==> src/highpass_dither_requantizer_core_macros.svh <==
// Assertion macros shared by the requantizer RTL.
// Every macro expects clk_i and rst_ni to be visible where it is used.
`ifndef HIGHPASS_DITHER_REQUANTIZER_CORE_MACROS_SVH
`define HIGHPASS_DITHER_REQUANTIZER_CORE_MACROS_SVH

// The condition holds at every clock edge outside of reset.
`define HDRQ_ALWAYS(lbl, cond, msg) \
  lbl: assert property (@(posedge clk_i) disable iff (!rst_ni) (cond)) \
    else $error(msg);

// When the trigger holds, the consequence holds in the next cycle.
`define HDRQ_NEXT(lbl, trig, cons, msg) \
  lbl: assert property (@(posedge clk_i) disable iff (!rst_ni) (trig) |=> (cons)) \
    else $error(msg);

`endif

==> src/hdrq_pkg.sv <==
// Package for the high-pass dither requantizer: register widths, fixed-point
// formats, register indexes, the noise seed and the xorshift step. No dependencies.
`timescale 1ns / 1ps
`default_nettype none

package hdrq_pkg;

  // Default structural parameters.
  localparam int DEF_DELAY_TAPS  = 4;
  localparam int DEF_DITHER_BITS = 16;
  localparam int DEF_SAMPLE_BITS = 24;

  // Configuration register formats.
  localparam int SCALE_W    = 40;
  localparam int SCALE_FRAC = 16;
  localparam int RECIP_W    = 38;
  localparam int RECIP_FRAC = 40;
  localparam int REG_W      = 40;
  localparam int CHUNK_W    = REG_W / 2;

  localparam logic [SCALE_W-1:0] SCALE_RESET = SCALE_W'(64'd2147483648);
  localparam logic [RECIP_W-1:0] RECIP_RESET = RECIP_W'(64'd33554432);

  // Register indexes on the configuration port.
  localparam int CFG_IDX_W = 1;
  localparam logic [CFG_IDX_W-1:0] CFG_SCALE = 1'b0;
  localparam logic [CFG_IDX_W-1:0] CFG_RECIP = 1'b1;

  // Noise generator seed.
  localparam logic [31:0] NOISE_SEED = 32'h2545F491;

  // Control word from the sequencer to the shared multiply-accumulate unit.
  typedef struct packed {
    logic mul_en;    // register a new partial product
    logic acc_load;  // accumulator takes the partial product
    logic acc_add;   // accumulator adds the partial product shifted by one chunk
  } mac_ctrl_t;

  // One step of the xorshift32 generator (shifts 13, 17, 5).
  function automatic logic [31:0] xorshift32(input logic [31:0] g);
    logic [31:0] r;
    r = g ^ (g << 13);
    r = r ^ (r >> 17);
    r = r ^ (r << 5);
    return r;
  endfunction

endpackage

`default_nettype wire

==> src/hdrq_mac.sv <==
// Shared multiply-accumulate unit (uses hdrq_pkg): a signed operand times one
// unsigned chunk per mul_en cycle; partial product, accumulator are registered.
`timescale 1ns / 1ps
`default_nettype none

module hdrq_mac
  import hdrq_pkg::*;
#(
  parameter int A_W = 26
) (
  input  logic                       clk_i,
  input  logic                       rst_ni,
  input  mac_ctrl_t                  ctrl_i,
  input  logic signed [A_W-1:0]      a_i,
  input  logic [CHUNK_W-1:0]         chunk_i,
  output logic signed [A_W+REG_W-1:0] acc_o
);

  localparam int PPW = A_W + CHUNK_W + 1;
  localparam int AW  = A_W + REG_W;

  logic signed [PPW-1:0] pp_q, pp_d;
  logic signed [AW-1:0]  acc_q;

  // The chunk is zero-extended so that the product stays signed.
  assign pp_d = PPW'(a_i) * PPW'($signed({1'b0, chunk_i}));

  // Partial product register.
  always_ff @(posedge clk_i or negedge rst_ni) begin
    if (!rst_ni) begin
      pp_q <= '0;
    end else if (ctrl_i.mul_en) begin
      pp_q <= pp_d;
    end
  end

  // Accumulator: the low chunk product is loaded, the high one added one chunk up.
  always_ff @(posedge clk_i or negedge rst_ni) begin
    if (!rst_ni) begin
      acc_q <= '0;
    end else if (ctrl_i.acc_load) begin
      acc_q <= AW'(pp_q);
    end else if (ctrl_i.acc_add) begin
      acc_q <= acc_q + (AW'(pp_q) <<< CHUNK_W);
    end
  end

  assign acc_o = acc_q;

endmodule

`default_nettype wire

==> src/hdrq_dither.sv <==
// Dither source: xorshift32 noise generator and the per-channel delay lines
// of past dither words. Uses hdrq_pkg and the assertion macro header.
`timescale 1ns / 1ps
`default_nettype none

`include "highpass_dither_requantizer_core_macros.svh"

module hdrq_dither
  import hdrq_pkg::*;
#(
  parameter int DELAY_TAPS  = DEF_DELAY_TAPS,
  parameter int DITHER_BITS = DEF_DITHER_BITS
) (
  input  logic                   clk_i,
  input  logic                   rst_ni,
  input  logic                   step_i,
  input  logic                   chan_i,
  output logic [DITHER_BITS-1:0] cur_o,
  output logic [DITHER_BITS-1:0] old_o
);

  logic [31:0]            gen_q;
  logic [31:0]            gen_next;
  logic [DITHER_BITS-1:0] hist_l_q [DELAY_TAPS];
  logic [DITHER_BITS-1:0] hist_r_q [DELAY_TAPS];

  // The fresh dither word is the top of the stepped generator.
  assign gen_next = xorshift32(gen_q);
  assign cur_o    = gen_next[31 -: DITHER_BITS];
  assign old_o    = chan_i ? hist_r_q[DELAY_TAPS-1] : hist_l_q[DELAY_TAPS-1];

  // Step the generator and push the new word into the selected channel's line.
  always_ff @(posedge clk_i or negedge rst_ni) begin
    if (!rst_ni) begin
      gen_q <= NOISE_SEED;
      for (int i = 0; i < DELAY_TAPS; i++) begin
        hist_l_q[i] <= '0;
        hist_r_q[i] <= '0;
      end
    end else if (step_i) begin
      gen_q <= gen_next;
      if (chan_i) begin
        for (int i = DELAY_TAPS - 1; i > 0; i--) begin
          hist_r_q[i] <= hist_r_q[i-1];
        end
        hist_r_q[0] <= cur_o;
      end else begin
        for (int i = DELAY_TAPS - 1; i > 0; i--) begin
          hist_l_q[i] <= hist_l_q[i-1];
        end
        hist_l_q[0] <= cur_o;
      end
    end
  end

  // A xorshift generator started from a nonzero seed never reaches zero.
  `HDRQ_ALWAYS(a_gen_nonzero, gen_q != 32'd0, "noise generator reached the all-zero state")
  // Without a step the generator holds its value.
  `HDRQ_NEXT(a_gen_hold, !step_i, $stable(gen_q), "noise generator moved without a step")

endmodule

`default_nettype wire

==> src/highpass_dither_requantizer_core.sv <==
// Usage
// Input channel: in_valid_i/in_ready_o move one stereo word (sample_left_i,
// sample_right_i, signed Q1.23). Output channel: out_valid_o/out_ready_i move one
// word (out_left_o, out_right_o, signed Q2.23, saturated). The configuration port
// writes scale_factor (index 0) or out_reciprocal (index 1) whenever cfg_we_i is high.
// Timing: a new word is accepted only once the previous one is in the output register.
// Both channels go through one shared multiplier, four sequencer steps per
// multiplication of a channel (two chunk products, one accumulate, one level or
// rounding step), and each channel needs two multiplications.
// Reset: the configuration registers return to their reset values, the noise
// generator to its seed and the dither history to zero. The block leaves reset ready.
// Stall: a finished word waits in the output register; the block still accepts and
// computes the next word, then holds it until the output register is taken.
// Depends on hdrq_pkg, hdrq_mac, hdrq_dither and the assertion macro header.
`timescale 1ns / 1ps
`default_nettype none

`include "highpass_dither_requantizer_core_macros.svh"

module highpass_dither_requantizer_core
  import hdrq_pkg::*;
#(
  parameter int DELAY_TAPS  = DEF_DELAY_TAPS,
  parameter int DITHER_BITS = DEF_DITHER_BITS,
  parameter int SAMPLE_BITS = DEF_SAMPLE_BITS
) (
  input  logic                          clk_i,
  input  logic                          rst_ni,
  input  logic                          in_valid_i,
  output logic                          in_ready_o,
  input  logic signed [SAMPLE_BITS-1:0] sample_left_i,
  input  logic signed [SAMPLE_BITS-1:0] sample_right_i,
  output logic                          out_valid_o,
  input  logic                          out_ready_i,
  output logic signed [SAMPLE_BITS:0]   out_left_o,
  output logic signed [SAMPLE_BITS:0]   out_right_o,
  input  logic                          cfg_we_i,
  input  logic [CFG_IDX_W-1:0]          cfg_idx_i,
  input  logic [REG_W-1:0]              cfg_data_i
);

  // Derived widths of the fixed-point path.
  localparam int SB  = SAMPLE_BITS;
  localparam int OW  = SB + 1;
  localparam int PW  = SB + SCALE_W;
  localparam int K   = SB - 1 + SCALE_FRAC - DITHER_BITS;
  localparam int KL  = (K < 0) ? -K : 0;
  localparam int KR  = (K > 0) ? K : 0;
  localparam int TW  = PW + KL - KR;
  localparam int SW  = TW + 1;
  localparam int LW  = SW - DITHER_BITS;
  localparam int MW  = (SB > LW) ? SB : LW;
  localparam int AW  = MW + REG_W;
  localparam int RW  = AW + 1;
  localparam int OS  = RECIP_FRAC - (SB - 1);

  localparam logic signed [RW-1:0] OUT_MAX = (RW'(1) <<< SB) - RW'(1);
  localparam logic signed [RW-1:0] OUT_MIN = -(RW'(1) <<< SB);
  localparam logic signed [RW-1:0] RND_HALF = RW'(1) <<< (OS - 1);

  // Sequencer states.
  localparam logic [2:0] S_IDLE = 3'd0;
  localparam logic [2:0] S_MUL0 = 3'd1;
  localparam logic [2:0] S_MUL1 = 3'd2;
  localparam logic [2:0] S_ADD  = 3'd3;
  localparam logic [2:0] S_LVL  = 3'd4;
  localparam logic [2:0] S_RND  = 3'd5;
  localparam logic [2:0] S_OUT  = 3'd6;

  logic [2:0] state_q, state_d;
  logic       ch_q, ch_d;
  logic       phase_q, phase_d;

  logic [SCALE_W-1:0] scale_q;
  logic [RECIP_W-1:0] recip_q;

  logic signed [SB-1:0] samp_l_q, samp_r_q;
  logic signed [LW-1:0] lvl_q;
  logic signed [OW-1:0] res_l_q;
  logic signed [OW-1:0] hold_r_q;
  logic signed [OW-1:0] word_l_q, word_r_q;
  logic                 out_valid_q;

  logic                   in_acc;
  logic                   out_load;
  mac_ctrl_t              mac_ctrl;
  logic signed [MW-1:0]   mac_a;
  logic [CHUNK_W-1:0]     mac_chunk;
  logic signed [AW-1:0]   acc;
  logic [REG_W-1:0]       coef;
  logic                   dith_step;
  logic [DITHER_BITS-1:0] dith_cur, dith_old;

  logic signed [PW-1:0]    prod_s;
  logic signed [PW+KL-1:0] prod_l;
  logic signed [TW-1:0]    prod_t;
  logic signed [SW-1:0]    lvl_sum;
  logic signed [LW-1:0]    lvl_d;
  logic signed [RW-1:0]    rnd_sum;
  logic signed [RW-1:0]    rnd_q;
  logic signed [OW-1:0]    sat_d;

  assign in_ready_o = (state_q == S_IDLE);
  assign in_acc     = in_valid_i && in_ready_o;
  assign out_load   = (state_q == S_OUT) && (!out_valid_q || out_ready_i);

  // Configuration registers.
  always_ff @(posedge clk_i or negedge rst_ni) begin
    if (!rst_ni) begin
      scale_q <= SCALE_RESET;
      recip_q <= RECIP_RESET;
    end else if (cfg_we_i) begin
      case (cfg_idx_i)
        CFG_SCALE: scale_q <= cfg_data_i[SCALE_W-1:0];
        CFG_RECIP: recip_q <= cfg_data_i[RECIP_W-1:0];
        default: ;
      endcase
    end
  end

  // Sequencer: scale pass, level step, reciprocal pass, rounding, per channel.
  always_comb begin
    state_d  = state_q;
    ch_d     = ch_q;
    phase_d  = phase_q;
    mac_ctrl = '0;
    dith_step = 1'b0;
    case (state_q)
      S_IDLE: begin
        if (in_acc) begin
          state_d = S_MUL0;
          ch_d    = 1'b0;
          phase_d = 1'b0;
        end
      end
      S_MUL0: begin
        mac_ctrl.mul_en = 1'b1;
        state_d = S_MUL1;
      end
      S_MUL1: begin
        mac_ctrl.mul_en   = 1'b1;
        mac_ctrl.acc_load = 1'b1;
        state_d = S_ADD;
      end
      S_ADD: begin
        mac_ctrl.acc_add = 1'b1;
        state_d = phase_q ? S_RND : S_LVL;
      end
      S_LVL: begin
        dith_step = 1'b1;
        phase_d   = 1'b1;
        state_d   = S_MUL0;
      end
      S_RND: begin
        phase_d = 1'b0;
        if (ch_q) begin
          state_d = S_OUT;
        end else begin
          ch_d    = 1'b1;
          state_d = S_MUL0;
        end
      end
      S_OUT: begin
        if (out_load) begin
          state_d = S_IDLE;
        end
      end
      default: begin
        state_d = S_IDLE;
      end
    endcase
  end

  always_ff @(posedge clk_i or negedge rst_ni) begin
    if (!rst_ni) begin
      state_q <= S_IDLE;
      ch_q    <= 1'b0;
      phase_q <= 1'b0;
    end else begin
      state_q <= state_d;
      ch_q    <= ch_d;
      phase_q <= phase_d;
    end
  end

  // Input capture.
  always_ff @(posedge clk_i) begin
    if (in_acc) begin
      samp_l_q <= sample_left_i;
      samp_r_q <= sample_right_i;
    end
  end

  // Multiplier operands: sample times scale, then level times reciprocal.
  assign coef      = phase_q ? REG_W'(recip_q) : REG_W'(scale_q);
  assign mac_chunk = (state_q == S_MUL0) ? coef[CHUNK_W-1:0] : coef[REG_W-1:CHUNK_W];
  assign mac_a     = phase_q ? MW'(lvl_q) : (ch_q ? MW'(samp_r_q) : MW'(samp_l_q));

  hdrq_mac #(
    .A_W (MW)
  ) u_mac (
    .clk_i   (clk_i),
    .rst_ni  (rst_ni),
    .ctrl_i  (mac_ctrl),
    .a_i     (mac_a),
    .chunk_i (mac_chunk),
    .acc_o   (acc)
  );

  hdrq_dither #(
    .DELAY_TAPS  (DELAY_TAPS),
    .DITHER_BITS (DITHER_BITS)
  ) u_dither (
    .clk_i  (clk_i),
    .rst_ni (rst_ni),
    .step_i (dith_step),
    .chan_i (ch_q),
    .cur_o  (dith_cur),
    .old_o  (dith_old)
  );

  // Level: add new and remove old dither on the scaled sample, then floor to the dither grid.
  assign prod_s  = $signed(acc[PW-1:0]);
  assign prod_l  = (PW+KL)'(prod_s) <<< KL;
  assign prod_t  = TW'(prod_l >>> KR);
  assign lvl_sum = SW'(prod_t) + SW'($signed({1'b0, dith_cur}))
                 - SW'($signed({1'b0, dith_old}));
  assign lvl_d   = LW'(lvl_sum >>> DITHER_BITS);

  always_ff @(posedge clk_i) begin
    if (state_q == S_LVL) begin
      lvl_q <= lvl_d;
    end
  end

  // Output: round to nearest with ties upward, then saturate.
  assign rnd_sum = RW'(acc) + RND_HALF;
  assign rnd_q   = rnd_sum >>> OS;

  always_comb begin
    if (rnd_q > OUT_MAX) begin
      sat_d = OW'(OUT_MAX);
    end else if (rnd_q < OUT_MIN) begin
      sat_d = OW'(OUT_MIN);
    end else begin
      sat_d = OW'(rnd_q);
    end
  end

  always_ff @(posedge clk_i) begin
    if ((state_q == S_RND) && !ch_q) begin
      res_l_q <= sat_d;
    end
  end

  // The right result is kept until the output register is free.
  always_ff @(posedge clk_i) begin
    if ((state_q == S_RND) && ch_q) begin
      hold_r_q <= sat_d;
    end
  end

  // Output register.
  always_ff @(posedge clk_i) begin
    if (out_load) begin
      word_l_q <= res_l_q;
      word_r_q <= hold_r_q;
    end
  end

  always_ff @(posedge clk_i or negedge rst_ni) begin
    if (!rst_ni) begin
      out_valid_q <= 1'b0;
    end else if (out_load) begin
      out_valid_q <= 1'b1;
    end else if (out_ready_i) begin
      out_valid_q <= 1'b0;
    end
  end

  assign out_valid_o = out_valid_q;
  assign out_left_o  = word_l_q;
  assign out_right_o = word_r_q;

  // An accepted word starts the scale pass of the left channel.
  `HDRQ_NEXT(a_start_left, in_acc, (state_q == S_MUL0) && !ch_q && !phase_q,
    "accepted word did not start the left channel")
  // The end of the left channel starts the right channel's scale pass.
  `HDRQ_NEXT(a_left_to_right, (state_q == S_RND) && !ch_q,
    (state_q == S_MUL0) && ch_q && !phase_q, "right channel did not follow the left")
  // A finished word waits while the previous one is still unclaimed.
  `HDRQ_NEXT(a_stall_wait, (state_q == S_OUT) && out_valid_q && !out_ready_i,
    state_q == S_OUT, "result overwrote an unclaimed word")
  // The level step only follows an accumulate of the scale pass.
  `HDRQ_NEXT(a_lvl_after_add, (state_q == S_ADD) && !phase_q, state_q == S_LVL,
    "level step skipped after the scale pass")

endmodule

`default_nettype wire
==> config.mk <==
export PLATFORM = sky130hd
export DESIGN_NAME = highpass_dither_requantizer_core
export DESIGN_NICKNAME = d
export VERILOG_FILES = /design/src/hdrq_pkg.sv /design/src/hdrq_mac.sv /design/src/hdrq_dither.sv /design/src/highpass_dither_requantizer_core.sv
export VERILOG_INCLUDE_DIRS = /design/src /design/src/src
export SDC_FILE = /design/constraint.sdc
export NUM_CORES = 2
export LEC_CHECK = 0
export BUFFER_PORTS_ARGS = -buffer_cell sky130_fd_sc_hd__buf_4
export CAP_MARGIN = 20
export CORE_MARGIN = 2
export CORE_UTILIZATION = 55
export CTS_CLUSTER_DIAMETER = 200
export DETAILED_ROUTE_END_ITERATION = 10
export PLACE_DENSITY = 0.76
export SLEW_MARGIN = 20
export SYNTH_ARGS = -nofsm -noshare
export SYNTH_HDL_FRONTEND = slang
export SYNTH_SLANG_ARGS = --single-unit
export TNS_END_PERCENT = 10
==> constraint.sdc <==
create_clock -name clk_i -period 8.5 [get_ports clk_i]
set_input_delay 0.425 -clock clk_i [delete_from_list [all_inputs] [get_ports clk_i]]
set_output_delay 0.425 -clock clk_i [all_outputs]
set_load 0.01 [all_outputs]
==> results.yml <==
run_status:
  status: "completed"
detailed_routing:
  drt_iter0_markers: 3161
  via_count: 33300
  highest_layer: "met5"
  drcViolationCount: 0
  antenna_left: 0
  wl_met3_um: 9280
  wl_met2_um: 55600
  dr.pass1.iters: 6
  wire_per_inst_um: 20.1
  wl_met1_um: 49900
  wirelength_um: 119000
  routed_via_density: 5.59
timing:
  maxSlewHeadroom: 0.234
  fin_hold_ws_ns: 0.0351
  period_share: 0.965
  skew_ns: 0.0572
  finalMaxSlewViolations: 0
  setup_violations: 0
  worst_slew_pin_slew_ns: 1.15
  finalHoldViolCount: 0
  fin_crit_ns: 8.20
  fmax_ghz: 0.122
floorplan:
  die-width_um: 288
  start_util: 0.553
  row_count: 104
  die_h_um: 288
  fp.coreArea_um2: 80200
  ioPinCount: 146
  die_area_um2: 82900
critical_path:
  criticalPathCategory: "reg2reg"
  critical_path.most_common_cell: "fa_1"
  endpoint_kind: "register"
  cp_max_fo: 9
  cp-start-kind: "register"
  worstPathRequired_ns: 8.98
  max_stage_delay_ns: 0.62
  slowest_stage: "fa_1"
  arrival_ns: 8.68
yosys:
  ys_types: 81
  yosys_warnings: 0
  synthTopCellsByCount: "nand2_1, inv_1, fa_1, nor2_1, dfrtp_1"
  netlist_instances: 4581
  yosysSeqAreaShare: 0.311
  async_flop_share: 0.662
  yosys.area.top_type_share: 0.245
  ys.flop_type: "dfrtp_1"
  yosys.area.top_type: "fa_1"
  syn_area_um2: 44300
  ys_top_cells_by_area: "fa_1, dfrtp_1, edfxtp_1, ha_1, nand2_1"
  synth_enable_flop_cells: 174
  synth_seq_cells: 515
  avgSynthCellArea_um2: 9.67
  yosysMostFrequentCell: "nand2_1"
  syn-num-nets: 5452
finish:
  final_layout_size_suffix_gt1_frac: 0.127
  multiInputGateArea_um2: 27600
  syn2layout_area_growth_pct: 13.9
  antennaDiodeCount: 0
  fin_nets: 5722
  regArea_um2: 13800
  n_fill_cell: 6470
job:
  maxCapViolCount: 0
placed_design:
  hpwl_um: 92000
  gp_congestion: 0.949
  io_buffers: 145
cts:
  root_buffer: "clkbuf_16"
  htreeDepth: 2
  cts_tree: "done"
  clockBufferDepth: 3
  clk_latency_ns: 0.65
  cts.sinks: 515
  cts_buffers: 55
  clkTransAtPathRegs_ns: 0.07
global_routing:
  antenna_found_initial: 1
  grt_use_total: 0.295
  grt_start_max_net_pins: 123
  grt_pass1_wl_um: 189000
  grt_overflow_total: 0
  grt_pass1_vias: 33700
min_path:
  hold_path.class: "in2reg"
-- path summary, 6_finish.rpt --
| kind | startpoint | depth (start not counted) | slack, ns | to |
|---|---|---|---|---|
| setup / recovery | ch_q$_DFFE_PN0P_ | 29 | 0.30 | u_mac.pp_q[38]$_DFFE_PN0P_ |
| hold / removal | cfg_data_i[11] | 2 | 0.04 | recip_q[11]$_DFFE_PN0P_ |
| setup reg to reg | ch_q$_DFFE_PN0P_ | 29 | 0.30 | u_mac.pp_q[38]$_DFFE_PN0P_ |
| hold reg to reg | hold_r_q[20]$_DFFE_PP_ | 0 | 0.39 | out_right_o[20]$_DFFE_PP_ |
| max in group asynchronous | rst_ni | 3 | 6.46 | u_mac.pp_q[41]$_DFFE_PN0P_ |
| min in group asynchronous | rst_ni | 2 | 0.47 | u_dither.hist_r_q[51]$_DFFE_PN0P_ |
-- sequential cells by signal (all words and copies together) (netlist names), 3 cells and up --
signal,cells
u_dither.hist_l_q,64
u_dither.hist_r_q,64
u_mac.acc_o,50
u_mac.pp_q,47
scale_q,40
recip_q,38
u_dither.gen_q,32
lvl_q,26
hold_r_q,25
out_left_o,25
out_right_o,25
res_l_q,25
samp_l_q,24
samp_r_q,24
state_q,3
-- timing repair --
item | CTS | global route
hold buffers | 59 | 0
gates resized for setup | 1 | 48
setup buffers | 0 | 21
endpoints found under the hold margin | 177 | 0
gates cloned | 0 | 2
setup endpoints to repair | 1 | 13
pin swaps | 0 | 8
-- critical path: cells and delay by family (launching register included) --
kind | cells | cell delay [ns]
xor gates and xnor gates | 1 | 0.16
DFF | 1 | 0.50
buffers and inverters | 8 | 1.04
and+or+nand+nor | 2 | 0.20
adders and majority gates | 8 | 4.08
muxes | 1 | 0.25
AOI/OAI and AO/OA | 9 | 1.81
-- cell type report --
| class | instances | share of cell area |
|---|---|---|
| clock buffer | 71 | 0.0299 |
| timing repair buffer | 385 | 0.0655 |
| multi-input combinational | 3220 | 0.546 |
| sequential | 515 | 0.273 |
| inverter | 674 | 0.0501 |
| clock inverter | 33 | 0.00944 |
| tap | 1060 | 0.0263 |
-- cells by family (layout without fill, tap and decap cells) --
kind of cell | after synthesis | after routing | share of synthesized area
compound gates | 606 | 606 | 0.0841
xor+xnor | 207 | 207 | 0.0409
fa+ha+maj | 777 | 777 | 0.311
buf+inv | 846 | 1163 | 0.0721
flops | 515 | 515 | 0.311
mux | 159 | 159 | 0.0392
simple gates | 1471 | 1471 | 0.141
-- per-stage QoR --
stage	cell area [um^2]	std cells	setup WS, ns	util	TNS [ns]
floorplan	44300	4581	0.0108	-	0
global placement	47500	5769	0.244	0.592	0
detailed placement	47500	5771	0.0660	0.593	0
CTS	50100	5934	0.0120	0.625	0
global route	50500	5958	-0.0349	0.630	-0.0416
finish	50500	5958	0.299	0.630	0
-- routing by layer --
| metal | GRT usage | vias to the layer above |
|---|---|---|
| met2 | 0.471 | 1341 |
| met3 | 0.0469 | 269 |
| met1 | 0.411 | 16500 |
| met5 | 0 | - |
| li1 | - | 15100 |
| met4 | 0.102 | 2 |
-- layout by cell type, fill, tap and decap left out, drive strengths merged, types with 13 or more instances in the layout --
cell type / synthesis / final
a211oi: 25 / 25
a21o: 62 / 62
a21oi: 178 / 178
a31oi: 18 / 18
and2: 19 / 19
and3: 17 / 17
buf: 23 / 322
clkbuf: 149 / 75
clkinv: 1 / 22
dfrtp: 325 / 325
dfstp: 16 / 16
dlygate4sd3: 0 / 59
edfxtp: 174 / 174
fa: 543 / 543
ha: 234 / 234
inv: 673 / 675
mux2: 88 / 88
mux2i: 68 / 68
nand2: 743 / 743
nand2b: 28 / 28
nand3: 66 / 66
nand4: 30 / 30
nor2: 457 / 457
nor2b: 26 / 26
nor3: 26 / 26
o21a: 42 / 42
o21ai: 201 / 201
o21bai: 13 / 13
xnor2: 148 / 148
xor2: 59 / 59
Power is not shown: default switching activity piles up to over one toggle a cycle in this logic, so the estimate is an artifact.
